File: src/csdm_pkg.sv
// shared types and constants for the coo sparse times dense multiply block
// used by csdm_mac and coo_sparse_dense_multiply; depends on nothing else
package csdm_pkg;

    localparam int VALUE_W   = 32;
    localparam int IDX_W     = 8;
    localparam int ADDR_W    = 2 * IDX_W;
    localparam int COLS_W    = IDX_W + 1;
    localparam int FRAC_BITS = 16;
    localparam int PROD_W    = 2 * VALUE_W;

    localparam logic [COLS_W-1:0] MAX_COLS = COLS_W'(1 << IDX_W);

    // request kinds carried on s_tuser
    localparam logic [1:0] MODE_LOAD_DENSE = 2'd0;
    localparam logic [1:0] MODE_LOAD_ACCUM = 2'd1;
    localparam logic [1:0] MODE_APPLY      = 2'd2;
    localparam logic [1:0] MODE_READ       = 2'd3;

    // configuration register byte offsets
    localparam logic [2:0] REG_ACTIVE_COLUMNS = 3'd0;

    typedef logic signed [VALUE_W-1:0] value_t;

    typedef struct packed {
        logic             valid;
        logic [IDX_W-1:0] idx;
    } mac_ctl_t;

endpackage

File: src/csdm_mac.sv
// shared multiply-accumulate unit: q16.16 product, floor shift, saturating add
// depends on csdm_pkg
module csdm_mac (
    input  logic              aclk,
    input  logic              aresetn,
    input  csdm_pkg::mac_ctl_t in_ctl,
    input  csdm_pkg::value_t  coef,
    input  csdm_pkg::value_t  dense,
    input  csdm_pkg::value_t  acc,
    output csdm_pkg::mac_ctl_t out_ctl,
    output csdm_pkg::value_t  sum
);

    localparam int VW = csdm_pkg::VALUE_W;
    localparam int PW = csdm_pkg::PROD_W;
    localparam int FB = csdm_pkg::FRAC_BITS;

    localparam logic signed [VW-1:0] VAL_MAX = {1'b0, {(VW-1){1'b1}}};
    localparam logic signed [VW-1:0] VAL_MIN = {1'b1, {(VW-1){1'b0}}};

    logic signed [PW-1:0] prod_reg;
    csdm_pkg::value_t     acc_reg;
    csdm_pkg::mac_ctl_t   ctl_reg;

    logic                 prod_fits;
    csdm_pkg::value_t     prod_sat;
    logic signed [VW:0]   sum_wide;

    always_ff @(posedge aclk) begin
        if (!aresetn) begin
            ctl_reg <= '0;
        end else begin
            ctl_reg <= in_ctl;
        end
    end

    always_ff @(posedge aclk) begin
        prod_reg <= coef * dense;
        acc_reg  <= acc;
    end

    // dropping the low fraction bits of a two's complement product floors it
    always_comb begin
        prod_fits = (prod_reg[PW-1:FB+VW-1] == {(PW-FB-VW+1){1'b0}})
                 || (prod_reg[PW-1:FB+VW-1] == {(PW-FB-VW+1){1'b1}});
        if (prod_fits) begin
            prod_sat = prod_reg[FB+VW-1:FB];
        end else if (prod_reg[PW-1]) begin
            prod_sat = VAL_MIN;
        end else begin
            prod_sat = VAL_MAX;
        end
        sum_wide = {acc_reg[VW-1], acc_reg} + {prod_sat[VW-1], prod_sat};
        if (sum_wide[VW] == sum_wide[VW-1]) begin
            sum = sum_wide[VW-1:0];
        end else if (sum_wide[VW]) begin
            sum = VAL_MIN;
        end else begin
            sum = VAL_MAX;
        end
    end

    assign out_ctl = ctl_reg;

endmodule

File: config.mk
export PLATFORM = sky130hd
export DESIGN_NAME = csdm_mac
export DESIGN_NICKNAME = d
export VERILOG_FILES = /design/src/csdm_pkg.sv /design/src/csdm_mac.sv
export SDC_FILE = /design/constraint.sdc
export NUM_CORES = 2
export LEC_CHECK = 0
export ABC_AREA = 1
export BUFFER_PORTS_ARGS = -buffer_cell sky130_fd_sc_hd__clkbuf_2
export CAP_MARGIN = 20
export CORE_MARGIN = 2
export CORE_UTILIZATION = 56
export CTS_CLUSTER_SIZE = 16
export DETAILED_ROUTE_END_ITERATION = 12
export PLACE_DENSITY = 0.73
export REMOVE_ABC_BUFFERS = 1
export SYNTH_ARGS = -nofsm -noshare
export SYNTH_HDL_FRONTEND = slang
export SYNTH_SLANG_ARGS = --single-unit
File: constraint.sdc
create_clock -name aclk -period 21.9 [get_ports aclk]
set_input_delay 1.095 -clock aclk [delete_from_list [all_inputs] [get_ports aclk]]
set_output_delay 1.095 -clock aclk [all_outputs]
set_load 0.02 [all_outputs]
==> metrics <==
final RePlAce weighted congestion=0.9980; Synth top area share=50.13%; worst endpoint required time=22160 ps; P&R area growth vs syn=4.184%; largest net degree at the start of global routing=33; area leader, netlist=fa_1; global route total overflow=0; final instance area=45020 um2; Syn Std Cell Area=43210 um2; Slew Viols, Final=0; WP data arrival=8930 ps; routed via count=34114; number of flops mapped to enable cells by yosys=0; Post-DP HPWL=95410 um; Avg Cell Area, Syn=7.540 um2; DRT Pass-1 Iters=5; Min Hold Slack=830.0 ps; Mapped Cells=5731; Synth cell types=30; CTS Buffer Depth=2; Async SR Flop Fraction=0%; Final setup violation count=0; Fillers=7027; I/O pin count=148; Inst Count DP=6731; CTS tree=built; post-CTS setup buffers=0; I/O Buffers=147; most frequent cells in the layout=inv_1 (1830), nand2_1 (1743), fa_1 (1082); Via density=5.055; initial DRC count=2302; Slew Limit Headroom=28.25%; unrepaired setup endpoints after global routing=no; max reg flops=48; compound-gate portion of the synthesized area=2.143%; Core Region=76200 um2; Wirelength per Cell=16.61 um; H-tree depth=3; global-route wire length before repair=188200 um; Max-Cap Viols=0; overall die width=281.8 um; commonest non-fill, non-tap cell in the layout=inv_1; mux cell area share after synthesis=0%; status=finished, final reports clean; WS Path Type=in -> reg; CTS Sinks=89; Ys Warns=0; row cnt=101; Synth Area in Adders=56.27%; CTS root buf=clkbuf_16; ys flop type=dfxtp_1; post-route insts no fill=6749; Net count, final=7115; Clock Pin Slew Worst Setup and Hold Paths=80 ps; initial antenna violation count=0; vias in the first global route=36683; Crit Path Max Fanout=32; largest family of logic cells by synthesized area=adder cells; XOR/XNOR Fraction of Synth Area=0.8716%; Die Y=281.8 um; CTS buffer count=9; Hold Fails Final Rpt=0; DRC=0; Synth Register Bits=89; Tightest Hold Check Type=in -> reg; layout cells sized above 1=3.899%; GRT Overall Usage=29.99%; crit share post-route=39.61%; placed cell areas=44650 um2; Fmax=115.3 MHz; Post-Route Setup TNS=0 ps; # diodes=0; Post-Synth Simple-Gate Area=18.80%; Critical Path Start Type=primary input; Post-CTS Resized=0; area of the die=79400 um2; Slew @ Worst Pin=1076 ps; CP endpoint kind=flop; Initial Utilization=56.71%; post-route ant nets=0; drt total wl=112100 um; cts hold-fix bufs=0; fin crit period=8674 ps; register area share after synthesis=4.123%; largest cells by area after synthesis=fa_1 (50%), inv_1 (16%), nand2_1 (15%)
## stage by stage
stage / setup WS [ps] / util, %
finish: 13230 / 59.08
global route: 12630 / 59.08
global placement: 12960 / 58.60
floorplan: 14360 / -
CTS: 13200 / 59.02
detailed placement: 12840 / 58.60
## area by class of cell
class | instances | area [um2] | share of cell area (%)
inverters | 1836 | 6892 | 15.31
repair buffers | 178 | 996.0 | 2.212
well taps | 1030 | 1289 | 2.863
clock inverters | 7 | 97.59 | 0.2168
multi-input cells | 3600 | 33740 | 74.94
flip-flops and latches | 89 | 1782 | 3.958
clock buffers | 9 | 225.2 | 0.5003
## logic make-up after synthesis
family / count (synthesis)
buffers and inverters: 2042
adder cells (fa/ha/maj): 1294
flip-flops: 89
AO/OA/AOI/OAI: 172
AND/OR/NAND/NOR: 2091
XOR/XNOR: 43
## routing by layer
| layer | share of wire, % | global-route usage, % |
|---|---|---|
| met3 | 5.9 | 2.933 |
| met5 | 0 | 0 |
| met4 | 3.0 | 8.770 |
| met1 | 42 | 40.19 |
| met2 | 49 | 51.94 |
## synthesized netlist by cell type (all sizes together) (5+ instances only)
library cell	instances
nor2	194
nand3	84
nor4	9
o21bai	14
dfxtp	89
xor2	36
xnor2	7
nand4	27
o21a	5
nand2	1750
buf	11
or2	10
ha	212
inv	1836
a21oi	106
clkbuf	195
nor3	14
o21ai	43
fa	1082
## critical path, stage by stage
cell and delay (ps):
clkbuf_2 430, nand2_1 270, inv_1 110, fa_1 610, fa_1 470, fa_1 980
fa_1 820, inv_1 360, fa_1 580, inv_1 60, fa_1 530, inv_1 50
fa_1 480, inv_1 50, fa_1 450, ha_1 440, nand2_1 140, nor2_1 150
inv_1 90, nor2_1 210, nand2_1 100, nor3_1 160, nand2_1 110, nand4_1 110
nand2_1 50
## path summary, 6_finish.rpt
kind / startpoint / to / slack (ps) / cells past startpoint
max: coef[31] / prod_reg[55] / 13230 / 25
min: acc[8] / acc_reg[8] / 830 / 1
Power is not shown: default switching activity piles up to over one toggle a cycle in this logic, so the estimate is an artifact.
